**config.mk**
```make
export PLATFORM = sky130hd
export DESIGN_NAME = ged_ctrl
export DESIGN_NICKNAME = d
export VERILOG_FILES = /design/src/rtl/core/gauss_elimination_determinant_defines.svh /design/src/rtl/core/ged_pkg.sv /design/src/rtl/core/ged_ctrl.sv
export SDC_FILE = /design/constraint.sdc
export NUM_CORES = 1
export LEC_CHECK = 0
export ABC_AREA = 1
export BUFFER_PORTS_ARGS = -buffer_cell sky130_fd_sc_hd__buf_4
export CORE_ASPECT_RATIO = 0.5
export CORE_UTILIZATION = 50
export CTS_CLUSTER_SIZE = 40
export DETAILED_ROUTE_END_ITERATION = 10
export PLACE_DENSITY_LB_ADDON = 0.1
export SLEW_MARGIN = 10
export SYNTH_ARGS = -nofsm -noshare
export SYNTH_HDL_FRONTEND = slang
export SYNTH_SLANG_ARGS = --single-unit
```
**constraint.sdc**
```tcl
create_clock -name clk -period 3.3 [get_ports clk]
set_clock_uncertainty 0.2 [all_clocks]
set_input_delay 0.165 -clock clk [delete_from_list [all_inputs] [get_ports clk]]
set_output_delay 0.165 -clock clk [all_outputs]
set_load 0.05 [all_outputs]
```
**src/rtl/core/gauss_elimination_determinant_defines.svh**
```systemverilog
// Assertion helpers shared by the RTL.
`ifndef GAUSS_ELIMINATION_DETERMINANT_DEFINES_SVH
`define GAUSS_ELIMINATION_DETERMINANT_DEFINES_SVH

// Check a property on every edge, outside reset.
`define GED_ASSERT(label, prop, msg) \
	label: assert property (@(posedge clk) disable iff (!arst_n) (prop)) else $error(msg);

// Check that a condition implies a second one in the next cycle.
`define GED_ASSERT_NEXT(label, cond, prop, msg) \
	label: assert property (@(posedge clk) disable iff (!arst_n) (cond) |=> (prop)) \
		else $error(msg);

`endif

```
**src/rtl/core/ged_pkg.sv**
```systemverilog
package ged_pkg;

	localparam int unsigned WORD_W = 32;
	localparam int unsigned STAT_W = 2;

	typedef logic [STAT_W-1:0] status_t;
	localparam status_t ST_OK       = 2'd0;
	localparam status_t ST_NOT_SQ   = 2'd1;
	localparam status_t ST_ZERO_PIV = 2'd2;
	localparam status_t ST_OVF      = 2'd3;

	localparam logic CFG_ROWS = 1'b0;
	localparam logic CFG_COLS = 1'b1;

	typedef enum logic [3:0] {
		S_LOAD,
		S_PIV_RD,
		S_PIV_CHK,
		S_ROW_RD,
		S_DIV,
		S_K_RD,
		S_K_MUL,
		S_K_WR,
		S_DET_RD,
		S_DET_MUL,
		S_DET_ACC,
		S_DONE
	} ged_state_t;

	typedef enum logic [3:0] {
		OP_NONE,
		OP_LOAD,
		OP_RD_PIV,
		OP_LATCH_PIV,
		OP_RD_AJI,
		OP_DIV_START,
		OP_RD_AIK,
		OP_RD_AJK,
		OP_MUL,
		OP_WR_AJK,
		OP_DET_INIT,
		OP_DET_MUL,
		OP_DET_ACC
	} ged_op_t;

	// sequencer -> datapath
	typedef struct packed {
		ged_op_t    op;
		logic [4:0] i;
		logic [4:0] j;
		logic [4:0] k;
	} ged_cmd_t;

	// datapath -> sequencer
	typedef struct packed {
		logic piv_zero;
		logic div_done;
		logic ovf;
	} ged_stat_t;

	function automatic logic [WORD_W-1:0] sat32(input logic signed [95:0] v);
		logic signed [95:0] mx;
		logic signed [95:0] mn;
		mx = 96'sh7FFF_FFFF;
		mn = -96'sh8000_0000;
		if (v > mx) return 32'h7FFF_FFFF;
		if (v < mn) return 32'h8000_0000;
		return v[WORD_W-1:0];
	endfunction

	function automatic logic is_sat(input logic signed [95:0] v);
		return (v > 96'sh7FFF_FFFF) || (v < -96'sh8000_0000);
	endfunction

endpackage

```
**src/rtl/core/ged_ctrl.sv**
```systemverilog
module ged_ctrl #(
	parameter int unsigned MAX_DIM = 8
) (
	input  logic               clk,
	input  logic               arst_n,
	input  logic               start,
	input  logic               cfg_clr,
	input  logic [4:0]         rows,
	input  logic [4:0]         cols,
	input  ged_pkg::ged_stat_t stat,
	output ged_pkg::ged_cmd_t  cmd,
	output logic [$clog2(MAX_DIM*MAX_DIM)-1:0] load_addr,
	output logic               busy,
	output logic               done,
	output ged_pkg::status_t   res_status,
	output logic               res_zero
);
	import ged_pkg::*;
	localparam int unsigned AW = $clog2(MAX_DIM*MAX_DIM);

	ged_state_t st_q, st_d;
	logic [AW:0] cnt_q, cnt_d;
	logic [4:0]  i_q, j_q, k_q, i_d, j_d, k_d;
	logic [9:0]  total;
	logic        fin_d;
	status_t     rs_d;
	logic        rz_d;

	assign total = 10'(rows) * 10'(cols);
	assign load_addr = cnt_q[AW-1:0];

	always_ff @(posedge clk or negedge arst_n) begin
		if (!arst_n) begin
			st_q <= S_LOAD; cnt_q <= '0; i_q <= '0; j_q <= '0; k_q <= '0;
			done <= 1'b0; res_status <= ST_OK; res_zero <= 1'b0;
		end else begin
			st_q <= st_d; cnt_q <= cnt_d; i_q <= i_d; j_q <= j_d; k_q <= k_d;
			done <= fin_d; res_status <= rs_d; res_zero <= rz_d;
		end
	end

	always_comb begin
		st_d = st_q; cnt_d = cnt_q; i_d = i_q; j_d = j_q; k_d = k_q;
		fin_d = 1'b0; rs_d = res_status; rz_d = res_zero;
		cmd = '{op: OP_NONE, i: i_q, j: j_q, k: k_q};
		busy = (st_q != S_LOAD);
		unique case (st_q)
			S_LOAD: begin
				if (cfg_clr) cnt_d = '0;
				else if (start) begin
					cmd.op = OP_LOAD;
					if (10'(cnt_q) + 10'd1 >= total) begin
						cnt_d = '0;
						if (rows != cols) begin
							fin_d = 1'b1; rs_d = ST_NOT_SQ; rz_d = 1'b1;
						end else begin
							i_d = '0; st_d = S_PIV_RD;
						end
					end else cnt_d = cnt_q + 1'b1;
				end
			end
			S_PIV_RD: begin
				cmd.op = OP_RD_PIV;
				if (i_q == rows) begin
					i_d = '0; st_d = S_DET_RD; cmd.op = OP_DET_INIT;
				end else st_d = S_PIV_CHK;
			end
			S_PIV_CHK: begin
				cmd.op = OP_LATCH_PIV;
				if (stat.piv_zero) begin
					fin_d = 1'b1; rs_d = ST_ZERO_PIV; rz_d = 1'b1; st_d = S_LOAD;
				end else begin
					j_d = i_q + 1'b1; st_d = S_ROW_RD;
				end
			end
			S_ROW_RD: begin
				if (j_q >= rows) begin
					i_d = i_q + 1'b1; st_d = S_PIV_RD;
				end else begin
					cmd.op = OP_RD_AJI; st_d = S_DIV;
				end
			end
			S_DIV: begin
				// first cycle kicks the divider with a[j][i] on the read port
				if (k_q != 5'd30) begin
					cmd.op = OP_DIV_START; k_d = 5'd30;
				end else if (stat.div_done) begin
					k_d = '0; st_d = S_K_RD;
				end
			end
			S_K_RD: begin
				if (k_q == rows) begin
					j_d = j_q + 1'b1; st_d = S_ROW_RD;
				end else begin
					cmd.op = OP_RD_AIK; st_d = S_K_MUL;
				end
			end
			S_K_MUL: begin
				cmd.op = OP_MUL; st_d = S_K_WR;
			end
			S_K_WR: begin
				cmd.op = OP_RD_AJK; st_d = S_DONE;
			end
			S_DONE: begin
				// a[j][k] now on read port; product registered
				cmd.op = OP_WR_AJK; k_d = k_q + 1'b1; st_d = S_K_RD;
			end
			S_DET_RD: begin
				if (i_q == rows) begin
					fin_d = 1'b1; rz_d = 1'b0;
					rs_d = stat.ovf ? ST_OVF : ST_OK; st_d = S_LOAD;
				end else begin
					cmd.op = OP_RD_PIV; st_d = S_DET_MUL;
				end
			end
			S_DET_MUL: begin
				cmd.op = OP_DET_MUL; st_d = S_DET_ACC;
			end
			S_DET_ACC: begin
				cmd.op = OP_DET_ACC; i_d = i_q + 1'b1; st_d = S_DET_RD;
			end
			default: st_d = S_LOAD;
		endcase
	end
endmodule

```
## After elaboration in Yosys (flattened, before gate mapping)

Cells that the tools add are included.

| word-level totals | value |
|---|---|
| bits in registers | 30 |
| bits of input ports | 17 |
| output and inout port bits | 30 |

| operators by class | value |
|---|---|
| add/sub/neg operators | 5 |
| multipliers | 1 |
| $lt $le $gt $ge | 2 |
| equal/unequal tests | 29 |
| mux-type cells | 58 |
| reductions and logical operators | 13 |

Operators by type and width:

| operator | count |
|---|---|
| 4-bit one-hot mux with 12 select lines | 2 |
| 5-bit two-way mux | 10 |
| 4-bit two-way mux | 9 |
| 2-bit inequality test, second input constant | 13 |
| 7-bit two-way mux | 3 |
| 5-bit one-hot mux with 2 select lines | 2 |
| 5-bit one-hot mux with 4 select lines | 1 |
| 2-bit two-way mux | 9 |
| 4-bit by 3-bit == test with 1-bit output, second input constant | 4 |
| 4-bit == test, second input constant | 4 |
| 5-bit by 1-bit adder with 5-bit output, second input constant | 3 |
| 3-bit two-way mux | 5 |
| 1-bit two-way mux | 14 |
| 7-bit AND reduction | 2 |
| 5-bit == test | 2 |
| 8-bit by 10-bit greater-or-equal comparator with 1-bit output | 1 |
| 5-bit by 5-bit multiplier with 10-bit output | 1 |
| 7-bit by 1-bit adder with 8-bit output, second input constant | 1 |
| 4-bit by 2-bit == test with 1-bit output, second input constant | 2 |
| 4-bit nonzero test | 2 |
| 7-bit by 1-bit adder with 7-bit output, second input constant | 1 |
| 1-bit one-hot mux with 3 select lines | 2 |
| 2-bit one-hot mux with 3 select lines | 1 |
| 6-bit AND reduction | 1 |
| 10 further kinds | 13 |

## Depth between registers and ports, before layout

Gate-level depths: netlist (run 1).

| logic depth | value |
|---|---|
| depth after elaboration | 6 |
| gate-level depth with buffers | 24 |
| gate-level depth less buffers | 23 |

## Worst setup path after synthesis (run 1)

OpenSTA, ideal clock, no wires.

| timing | value |
|---|---|
| kind | input-to-reg |
| start point | input port rows[0] |
| end point | register i_q[0] |
| data arrival time | 3762 ps |
| path slack | -782 ps |
| cell stages on the path | 21 |
| buffers on the path | 1 |
| cells stage by stage | buf_2 nand2_1 fa_1 fa_1 fa_1 inv_1 ha_1 nand3_1 nand3_1 a31oi_1 xor2_1 ha_1 nand2_1 inv_1 nand3_1 nand3_1 nand3_2 nand2_2 nand3_2 nand2_1 nand2_1 |

| on the way | value |
|---|---|
| longest elaborated chain between the ends | 4 |
| elaborated cells on any way between the ends | 10 |
| those cells by class | mul: 1; order compare: 2; eq/ne: 6; reduce/logical: 1 |

Ends and longest elaborated chain:

| what | RTL line | RTL |
|---|---|---|
| from (decl) | ged_ctrl.sv:8 | `input logic [4:0] rows,` |
| 5-bit by 5-bit multiplier with 10-bit output | ged_ctrl.sv:29 | `assign total = 10'(rows) * 10'(cols);` |
| 8-bit by 10-bit greater-or-equal comparator with 1-bit output | ged_ctrl.sv:52 | `if (10'(cnt_q) + 10'd1 >= total) begin` |
| 2-bit inequality test (no source line) | -- |  |
| 7-bit AND reduction (no source line) (*) | -- |  |
| to (signal assigned) | ged_ctrl.sv:37 | `st_q <= st_d; cnt_q <= cnt_d; i_q <= i_d; j_q <= j_d; k_q <= k_d;` |
| to (decl) | ged_ctrl.sv:23 | `logic [4:0] i_q, j_q, k_q, i_d, j_d, k_d;` |

Every way passes the cells marked *; elsewhere a longest branch is shown, timed or not.
A chain may end at the register's enable or synchronous reset.

## Worst setup path in the final report (run 1)

| timing | value |
|---|---|
| start point | input port rows[2] |
| end point | register cnt_q[5] |

| on the way | value |
|---|---|
| longest elaborated chain between the ends | 5 |

Ends and longest elaborated chain:

| what | RTL line | RTL |
|---|---|---|
| 5-bit by 5-bit multiplier with 10-bit output | ged_ctrl.sv:29 |  |
| 8-bit by 10-bit greater-or-equal comparator with 1-bit output | ged_ctrl.sv:52 |  |
| 7-bit two-way mux | ged_ctrl.sv:52 |  |
| 7-bit two-way mux | ged_ctrl.sv:50 | `else if (start) begin` |
| 7-bit two-way mux | ged_ctrl.sv:49 | `if (cfg_clr) cnt_d = '0;` |
| to (signal assigned) | ged_ctrl.sv:37 |  |
| to (decl) | ged_ctrl.sv:22 | `logic [AW:0] cnt_q, cnt_d;` |

No other way between the ends. The select of a mux whose other input is x is not followed.

==> results of run 1 <==
## sequential cells by signal (all words and copies together) (netlist names)
signal and count:
res_zero 1, j_q 5, done 1, cnt_q 7, st_q 4, k_q 5, res_status 2, i_q 5
## per-layer routing
layer,up-vias,GRT usage
met5,-,0
met2,53,0.3762
met4,0,0.04340
met3,6,0.04499
li1,1602,-
met1,1357,0.3435
## through the flow
step	TNS (ns)	power (mW)	util	area [um^2]	hold slack [ns]
floorplan	-6.567	0.7059	-	3357	-0.3306
global placement	-11.04	0.8361	0.6230	3866	-0.07371
detailed placement	-12.10	0.8416	0.6230	3866	-0.06965
CTS	-5.475	1.318	0.6550	4065	0.08657
global route	-9.209	1.398	0.6550	4065	0.1290
finish	-5.799	1.306	0.6550	4065	0.09069
## critical path, stage by stage
cell	delay [ns]
buf_8	0.08
ha_4	0.12
inv_2	0.03
fa_1	0.54
fa_1	0.43
fa_1	0.50
inv_2	0.04
ha_4	0.22
nand3_2	0.06
nand3_2	0.09
a31oi_1	0.21
xor2_1	0.17
ha_1	0.26
a21oi_1	0.18
nand3_2	0.12
nand3_4	0.13
nand2_1	0.17
o22ai_1	0.16
## final cells by class
cell class	instances	area share
Clock buffer	6	0.03416
Clock inverter	2	0.003078
Inverter	94	0.08680
Multi-Input combinational cell	333	0.5408
Sequential cell	30	0.1847
Tap cell	88	0.02709
Timing Repair Buffer	65	0.1234
## cell families (layout without fill, tap and decap cells)
group	Yosys count	count (layout)
fa+ha+maj	50	50
simple gates	214	215
buf+inv	105	167
xor+xnor	19	19
compound gates	49	49
flops	30	30
## where the power goes
part	internal [mW]	switching, mW
clock network	0.298	0.164
registers	0.380	0.0129
logic	0.186	0.264
total	0.865	0.441
## final timing paths
kind	from	endpoint	slack [ns]	depth (start not counted)
setup / recovery	rows[2]	cnt_q[5]	-0.38	18
max in group asynchronous	arst_n	j_q[0]	2.43	2
setup reg to reg	cnt_q[0]	i_q[3]	0.74	16
hold reg to reg	res_status[0]	res_status[0]	0.29	2
hold / removal	stat[0]	res_status[0]	0.09	5
min in group asynchronous	arst_n	k_q[1]	0.16	2
## cell usage in the layout, fill, tap and decap left out, drive strengths merged, types with 2 or more instances in the layout
cell type,count
nand2,114
inv,94
buf,64
nor2,49
ha,41
dfrtp,30
nand3,30
a21oi,18
o21ai,18
xor2,14
nand4,14
fa,9
clkbuf,6
nor3,5
xnor2,5
o22ai,4
or2,3
a31oi,2
a22oi,2
## repair_timing
item,in CTS,in global routing
hold buffers,1,0
hold endpoints to repair,30,0
pin swaps,2,0
resized for setup,8,0
gates cloned,1,0
endpoints found under the setup margin,17,17
==> metrics.md, run 1 <==
| Metric | Value |
|---|---|
| CP arrival | around 3.7 ns |
| Crit-path max FO | 5 |
| First-pass GRT wire length | 12790 um |
| Slew Limit Fails | 0 |
| Largest net degree at the start of global routing | 31 |
| Core area | between 6000 and 7000 um^2 |
| WL per Instance | 11.91 um |
| Initial Utilization | 0.5315 |
| Area of the multi-input gates | 2198 um^2 |
| Routed WL | 7358 um |
| Adder-Cell Fraction of Synth Area | 0.2102 |
| Post-Layout Cell Count | about 620 |
| Post-CTS Setup Inserts | 0 |
| Simple-Gate Fraction of Synth Area | 0.2936 |
| Deepest clock path buffer count | 2 |
| Fmax | 0.2716 GHz |
| Largest family of logic cells by synthesized area | simple AND/OR/NAND/NOR gates |
| Final net count | around 600 |
| Syn nets | 534 |
| Post-synth EDFFs | 0 |
| Final Setup Violations | 17 |
| First-pass DRT Iterations | 4 |
| Failing checks | negative setup slack |
| Placed insts | approximately 610 |
| Count of cell types in the netlist | 34 |
| Met3 WL post-DR | 248 um |
| Crit Path Class | primary input to flip-flop |
| TritonCTS Sinks | 30 |
| Syn Inst Count | 467 |
| ANT nets after route | 0 |
| H-Tree Depth | 2 |
| Num CTS Buffers | 5 |
| Type of origin of the critical path | primary input |
| VDD IR-drop max | 214.1 uV |
| Initial DRC Count | 160 |
| Routed wl met2 | 3137 um |
| Routed met1 length | 3925 um |
| Worst slack at placement | -0.7793 ns |
| Ys Warns | 0 |
| Placed wire-length estimate | 5989 um |
| Count of buffers from port buffering | 46 |
| #FFs+latches synth | 30 |
| Actual slew at the worst max-slew pin | around 0.74 ns |
| GRT overflow | 0 |
| Mux cell area share after synthesis | 0 |
| Minimum clock period | 3.682 ns |
| Synth area leaders | dfrtp_1 (23%), ha_1 (16%), nand2_1 (12%), inv_1 (9.7%), fa_1 (5.5%) |
| Layout cells sized above 1 | 0.2170 |
| Post-synth ARST share | 1.000 |
| CP required | 3.29 ns |
| Final Cycle Share | 1.116 |
| XOR/XNOR share of the synthesized area | 0.05046 |
| Status | complete, but fails checks |
| Mapped Area | roughly 3300 um^2 |
| Top-area cell type share of the netlist area | 0.2276 |
| Most common cell in the synthesized netlist | nand2_1 |
| Max-cap viol count | 0 |
| Via Count | just over 3k |
| Most frequent cells after synthesis | nand2_1 (107), inv_1 (85), ha_1 (41), nor2_1 (39), dfrtp_1 (30) |
| RePlAce Congestion | 0.9056 |
| # diodes | 0 |
| CP endpoint kind | flip-flop |
| DR DRC count | 0 |
| Yosys top cell by area | dfrtp_1 |
| CTS Root Cell | clkbuf_16 |
| Synthesized area per cell | slightly above 7 um^2 |
| TritonCTS clock tree | built |
| Pwr Density | 321.2 nW/um^2 |
| Hold WC Path Type | primary input to flip-flop |
| Unrepaired setup endpoints after global routing | yes |
| Top layer in use | met4 |
| I/O pin cnt | 47 |
| Max-slew headroom | 0.5043 |
| # fillers | between 500 and 600 |
| CTS clk-pin slew, worst paths | 0.05 ns |
| Sequential element share of the synthesized area | 0.2276 |
| Hold Vio Cnt, Final | 0 |
| Leakage | ~2.4 nW |
| Initial antenna violation count | 0 |
| Vias per cell | 4.883 |
| Worst-Skew Late Latency | 0.28 ns |
| Rows | 20 |
| Area occupied by registers | 750.7 um^2 |
| Final WS setup | -0.3821 ns |
| Die ar. | approximately 6900 um^2 |
| Die Wd | 116.9 um |
| Compound-Gate Fraction of Synth Area | 0.08915 |
| GRT Overall Usage | 0.2383 |
| Vias in the first global route | 2803 |
| Area growth syn-to-layout | 23.25% |
| Die Height | 59.43 um |
| Prevailing post-synth register cell | dfrtp_1 |
No activity file was read; power rests on OpenSTA's default activity.
==> run 2: changes to the inputs <==
Settings changed: CORE_MARGIN set to 3, SKIP_LAST_GASP set to 1.
==> run 2 against run 1 <==
  * The run still ends with negative setup slack left
  * Critical path type unchanged
  * Clock power increased by 35%
  * Global-route usage fell by 2.6 points
  * Largest cell class unchanged
  * Combinational power rose by 3%
  * Critical endpoint is now i_q[1]
  * Worst hold slack worse by 0.0098 ns
==> metrics.md, run 2 (synthesis gave the netlist of run 1 again) <==
| Metric | Value |
|---|---|
| Die Height | 63.43 um (was 59.43 um) |
| Initial antenna violation count | 0 (unchanged) |
| Max-cap viol count | 0 (unchanged) |
| Layout cells sized above 1 | 0.2325 (was 0.2170) |
| Setup Total Neg Slack | -6.221 ns (was -5.799 ns) |
| Largest net degree at the start of global routing | 31 (unchanged) |
| Max reg flops | 7 (unchanged) |
| Slew Limit Fails | 0 (unchanged) |
| Final WS setup | -0.4568 ns (was -0.3821 ns) |
| # diodes | 0 (unchanged) |
| VDD IR-drop max | 273.9 uV (was 214.1 uV) |
| Vias per cell | 5.011 (was 4.883) |
| Final net count | 595 (was 596) |
| RePlAce Congestion | 0.9016 (was 0.9056) |
| Most frequent cells in the layout | nand2_1 (97), inv_1 (82), buf_4 (61) (was nand2_1 (105), inv_1 (82), buf_4 (62)) |
| TritonCTS clock tree | built (unchanged) |
| Psw | 0.4589 mW (was 0.4413 mW) |
| Commonest non-fill, non-tap cell in the layout | nand2_1 (unchanged) |
| Clk pwr share | 0.421 (was 0.354) |
| GRT Overall Usage | 0.2121 (was 0.2383) |
| Actual slew at the worst max-slew pin | 0.6410 ns (was 0.7358 ns) |
| First-pass DRT Iterations | 5 (was 4) |
| Minimum clock period | 3.757 ns (was 3.682 ns) |
| Final Core Density | 0.6627 (was 0.6550) |
| Fmax | 0.2662 GHz (was 0.2716 GHz) |
| Post-Layout Cell Count | 617 (was 618) |
| Hold_ws | 0.08092 ns (was 0.09069 ns) |
| Core area | 6231 um^2 (was 6206 um^2) |
| Combinational Power Share | 0.314 (was 0.345) |
| Count of buffers from port buffering | 46 (unchanged) |
| Die ar. | 7666 um^2 (was 6945 um^2) |
| First-pass GRT wire length | 13100 um (was 12790 um) |
| Reg with most FFs | cnt_q (unchanged) |
| Area growth syn-to-layout | 25.19% (was 23.25%) |
| Power Internal | 1.025 mW (was 0.8645 mW) |
| Routed WL | 7776 um (was 7358 um) |
| CP endpoint kind | flip-flop (unchanged) |
| TritonCTS Sinks | 30 (unchanged) |
| Min-delay src | stat[0] (unchanged) |
| Critical register-to-register path startpoint | cnt_q[0] (unchanged) |
| Design area | 4129 um^2 (was 4065 um^2) |
| GRT overflow | 0 (unchanged) |
| Hold WC Path Type | primary input to flip-flop (unchanged) |
| Unrepaired setup endpoints after global routing | yes (unchanged) |
| CP arrival | 3.72 ns (was 3.67 ns) |
| Leakage | 2.377 nW (was 2.353 nW) |
| H-Tree Depth | 2 (unchanged) |
| Pwr Density | 359.3 nW/um^2 (was 321.2 nW/um^2) |
| Hold Vio Cnt, Final | 0 (unchanged) |
| Worst-Skew Late Latency | 0.28 ns (about the same) |
| Num CTS Buffers | 5 (unchanged) |
| Seq pwr share | 0.265 (was 0.301) |
| Via Count | 3092 (was 3018) |
| WL per Instance | 12.60 um (was 11.91 um) |
| CTS Root Cell | clkbuf_16 (unchanged) |
| Sw Share | 0.3093 (was 0.3380) |
| Crit-path max FO | 5 (unchanged) |
| Rows | 20 (unchanged) |
| Deepest clock path buffer count | 2 (unchanged) |
| Initial DRC Count | 148 (was 160) |
| Placed wire-length estimate | 6141 um (was 5989 um) |
| Placed insts | 607 (was 608) |
| Initial Utilization | 0.5293 (was 0.5315) |
| DR DRC count | 0 (unchanged) |
| Max-slew headroom | 0.5682 (was 0.5043) |
| Worst Setup SP | rows[2] (unchanged) |
| Final Setup Violations | 17 (unchanged) |
| CTS clk-pin slew, worst paths | 0.05 ns (about the same) |
| Crit Path Class | primary input to flip-flop (unchanged) |
| Worst slack at placement | -0.8120 ns (was -0.7793 ns) |
| Failing checks | negative setup slack (unchanged) |
| I/O pin cnt | 47 (unchanged) |
| ANT nets after route | 0 (unchanged) |
| Type of origin of the critical path | primary input (unchanged) |
| Die Wd | 120.9 um (was 116.9 um) |
| Post-DP Area | 3859 um^2 (was 3866 um^2) |
| Status | complete, but fails checks (unchanged) |
| Total power | 1.484 mW (was 1.306 mW) |
| CP required | 3.27 ns (was 3.29 ns) |
| Vias in the first global route | 2847 (was 2803) |
| Final Cycle Share | 1.138 (was 1.116) |
[run 2: cell types whose count changed in the layout (fill, tap and decap cells not counted), sizes merged]
cell	before	now
bufinv	0	2
buf	64	63
clkinv	1	0
clkinvlp	1	0
[run 2: final cells by class]
cell class | count | area [um^2]
clock inverter | 2 | 60.06
clock buffer | 6 | 138.9
tap | 88 | 110.1
fill | 557 | 2102
inverter | 94 | 352.8
timing repair buffer | 64 | 494.2
multi-input combinational | 333 | 2222
sequential | 30 | 750.7
[run 2: per-layer routing]
layer | track usage | up-vias | share of wire
li1 | - | 1604 | -
met4 | 0.03814 | 0 | 0.0054
met3 | 0.04305 | 4 | 0.065
met2 | 0.3379 | 93 | 0.44
met5 | 0 | - | 0
met1 | 0.3011 | 1391 | 0.49
[run 2: repair_timing]
action | 4_1_cts | 5_1_grt
hold buffers | 1 | 0
pin swaps | 3 | 4
setup endpoints to repair | 17 | 17
resized for setup | 8 | 9
buffers inserted | 0 | 0
cloned | 1 | 0
hold endpoints to repair | 30 | 0
[run 2: final timing paths]
kind	end	slack (ns)	cells after the start
min	res_status[0]	0.08	5
max reg2reg	i_q[1]	0.59	16
min reg2reg	res_status[0]	0.28	2
max	i_q[1]	-0.46	22
max in group asynchronous	res_zero	2.42	2
min in group asynchronous	cnt_q[4]	0.17	2
[run 2: critical path, cell delays in order]
cell	delay [ns]
buf_8	0.08
ha_4	0.12
inv_2	0.03
fa_1	0.55
fa_1	0.43
fa_1	0.51
inv_2	0.05
ha_4	0.28
nand3_2	0.06
nand3_2	0.10
a31oi_1	0.10
xor2_1	0.17
ha_1	0.31
nand2_2	0.05
inv_2	0.06
nand3_2	0.06
nand3_2	0.08
nand3_4	0.13
nand2_4	0.14
nand3_4	0.11
nand2_1	0.09
nand2_1	0.06
[run 2: power by group through the flow]
stage	Combinational [mW]	Clock (mW)	Sequential (mW)
3_5_place_dp	0.445	0	0.399
3_3_place_gp	0.436	0	0.400
2_1_floorplan	0.275	0	0.430
6_report	0.465	0.625	0.394
5_1_grt	0.530	0.650	0.396
4_1_cts	0.455	0.630	0.394
==> run 3: changes to the inputs <==
Settings changed: CELL_PAD_IN_SITES_DETAIL_PLACEMENT set to 0, CELL_PAD_IN_SITES_GLOBAL_PLACEMENT set to 1, CORE_UTILIZATION 50 to 42.
==> run 3 against run 2 <==
  * Core utilization is 9.9 points lower
  * Sequential share of layout area is 0.32 points lower
  * Clock power is 14% lower
  * Flip-flop and latch count stayed put
  * Critical endpoint is now res_status[1]
  * Clock-buffer cell count stayed put
  * Critical path type unchanged
  * Non-clock buffer count is 4 higher
  * The flow still finishes with violations (negative setup slack)
  * Combinational power is 4.3% higher
  * Register-to-register slack better by 0.07 ns
  * Cell count is 3.7% higher
  * Wire length is 1.5% higher
==> metrics.md, run 3 (synthesis gave the netlist of run 1 again) <==
| Metric | Value |
|---|---|
| Status | complete, but fails checks (unchanged) |
| Failing checks | negative setup slack (unchanged) |
| CTS clk-pin slew, worst paths | 0.06 ns (was 0.05 ns) |
| Minimum clock period | 3.682 ns (was 3.757 ns) |
| Clk pwr share | 0.380 (was 0.421) |
| Vias in the first global route | 2827 (was 2847) |
| Largest net degree at the start of global routing | 31 (unchanged) |
| Via Count | 3027 (was 3092) |
| Min-delay src | stat[0] (unchanged) |
| Unrepaired setup endpoints after global routing | yes (unchanged) |
| Initial Utilization | 0.4421 (was 0.5293) |
| Power Internal | 0.9604 mW (was 1.025 mW) |
| Seq pwr share | 0.278 (was 0.265) |
| Layout cells sized above 1 | 0.2368 (was 0.2325) |
| GRT overflow | 0 (unchanged) |
| CTS Root Cell | clkbuf_16 (unchanged) |
| WL per Instance | 12.33 um (was 12.60 um) |
| Pwr Density | 337.3 nW/um^2 (was 359.3 nW/um^2) |
| TritonCTS Sinks | 30 (unchanged) |
| Die Height | 68.66 um (was 63.43 um) |
| Initial DRC Count | 187 (was 148) |
| Critical register-to-register path startpoint | cnt_q[0] (unchanged) |
| Hold Path End | res_status[0] (unchanged) |
| Final net count | 599 (was 595) |
| Initial antenna violation count | 0 (unchanged) |
| GRT Overall Usage | 0.1805 (was 0.2121) |
| Final Cycle Share | 1.116 (was 1.138) |
| # diodes | 0 (unchanged) |
| Crit-path max FO | 5 (unchanged) |
| Combinational Power Share | 0.342 (was 0.314) |
| Worst slack at placement | -0.7763 ns (was -0.8120 ns) |
| Final WS setup | -0.3817 ns (was -0.4568 ns) |
| Design area | 4203 um^2 (was 4129 um^2) |
| Sw Share | 0.3225 (was 0.3093) |
| Area growth syn-to-layout | 27.43% (was 25.19%) |
| Slew Limit Fails | 0 (unchanged) |
| Max-slew headroom | 0.6950 (was 0.5682) |
| Critical R2R Capture | i_q[4] (was i_q[1]) |
| VDD IR-drop max | 248.4 uV (was 273.9 uV) |
| Type of origin of the critical path | primary input (unchanged) |
| Core area | 7460 um^2 (was 6231 um^2) |
| Crit Path Class | primary input to flip-flop (unchanged) |
| ANT nets after route | 0 (unchanged) |
| Placed wire-length estimate | 6270 um (was 6141 um) |
| Die Wd | 131.3 um (was 120.9 um) |
| Routed WL | 7894 um (was 7776 um) |
| CP arrival | 3.66 ns (was 3.72 ns) |
| Max reg flops | 7 (unchanged) |
| Max-cap viol count | 0 (unchanged) |
| Leakage | 2.400 nW (was 2.377 nW) |
| Rows | 22 (was 20) |
| Hold Path Depth | 5 (unchanged) |
| Setup Total Neg Slack | -5.605 ns (was -6.221 ns) |
| First-pass GRT wire length | 13220 um (was 13100 um) |
| Cells on worst reg2reg path | 16 (unchanged) |
| Vias per cell | 4.730 (was 5.011) |
| I/O pin cnt | 47 (unchanged) |
| R2R setup slack | 0.66 ns (was 0.59 ns) |
| Die ar. | 9016 um^2 (was 7666 um^2) |
| Deepest clock path buffer count | 2 (unchanged) |
| Fmax | 0.2716 GHz (was 0.2662 GHz) |
| DR DRC count | 0 (unchanged) |
| CP required | 3.27 ns (about the same) |
| Count of buffers from port buffering | 46 (unchanged) |
| TritonCTS clock tree | built (unchanged) |
| First-pass DRT Iterations | 4 (was 5) |
| Actual slew at the worst max-slew pin | 0.4527 ns (was 0.6410 ns) |
| Reg with most FFs | cnt_q (unchanged) |
| Hold WC Path Type | primary input to flip-flop (unchanged) |
| Num CTS Buffers | 5 (unchanged) |
| Total power | 1.418 mW (was 1.484 mW) |
| RePlAce Congestion | 0.8482 (was 0.9016) |
| Most frequent cells in the layout | nand2_1 (100), inv_1 (82), buf_4 (64) (was nand2_1 (97), inv_1 (82), buf_4 (61)) |
| Final Core Density | 0.5634 (was 0.6627) |
| Hold Vio Cnt, Final | 0 (unchanged) |
| Post-DP Area | 3884 um^2 (was 3859 um^2) |
| Psw | 0.4571 mW (was 0.4589 mW) |
| CP endpoint kind | flip-flop (unchanged) |
| Worst-Skew Late Latency | 0.28 ns (about the same) |
| H-Tree Depth | 2 (unchanged) |
| Final Setup Violations | 17 (unchanged) |
| Commonest non-fill, non-tap cell in the layout | nand2_1 (unchanged) |
run 3: changes by cell type in the layout (fill, tap and decap cells not counted), moves of 2 or more:
cell / change
nand2_4: +2
nand2_1: +3
buf_4: +3
nand2_2: -6
run 3: routing by layer:
| metal | part of all wire | routed length (um) | GRT usage |
|---|---|---|---|
| met5 | 0 | 0 | 0 |
| met4 | 0.0047 | 37 | 0.02487 |
| met3 | 0.058 | 454 | 0.03551 |
| met2 | 0.43 | 3432 | 0.3015 |
| met1 | 0.50 | 3969 | 0.2524 |
run 3: per-stage QoR:
step	hold slack [ns]	std cells
finish	0.09906	640
global route	0.1375	640
CTS	0.09829	637
detailed placement	-0.06745	627
global placement	-0.06913	627
floorplan	-0.3306	467
run 3: how the worst max path moves through the flow:
stage             from            end  slack, ns  depth (start not counted)
3_3_place_gp   rows[2]         i_q[0]      -0.74                         22
6_report       cols[2]  res_status[1]      -0.38                         20
3_5_place_dp   rows[2]         i_q[0]      -0.78                         22
2_1_floorplan  rows[2]         i_q[0]      -0.47                         21
5_1_grt        cols[2]         i_q[0]      -0.58                         22
4_1_cts        cols[2]         i_q[3]      -0.43                         22
run 3: worst max-delay path, cell delays in order:
cell and delay [ns]:
buf_8 0.10, ha_4 0.14, inv_2 0.04, fa_1 0.41
fa_1 0.45, fa_1 0.51, inv_2 0.05, ha_4 0.25
nand3_2 0.07, nand3_2 0.10, a31oi_1 0.18, xor2_1 0.17
ha_1 0.26, a21oi_1 0.18, nand3_2 0.11, nand3_4 0.14
buf_12 0.13, nand2_4 0.05, nand3_1 0.10, nand2_1 0.06
run 3: cell type report:
cell class,count,area [um^2]
multi-input cells,333,2258
inverters,94,352.8
clock buffers,6,138.9
clock inverters,1,30.03
well taps,108,135.1
flip-flops and latches,30,750.7
repair buffers,68,536.8
fillers,744,3257
run 3: power by group through the flow:
stage / Combinational (mW) / Clock (mW) / Sequential, mW
detailed placement: 0.447 / 0 / 0.399
global placement: 0.443 / 0 / 0.400
global route: 0.550 / 0.565 / 0.394
floorplan: 0.275 / 0 / 0.430
finish: 0.485 / 0.539 / 0.394
CTS: 0.465 / 0.550 / 0.393
run 3: repair_timing:
action / 4_1_cts / 5_1_grt
endpoints found under the setup margin: 17 / 17
hold buffers: 1 / 0
resized for setup: 7 / 14
pin swaps: 17 / 7
endpoints found under the hold margin: 30 / 0
cloned: 1 / 0
setup buffers: 1 / 3
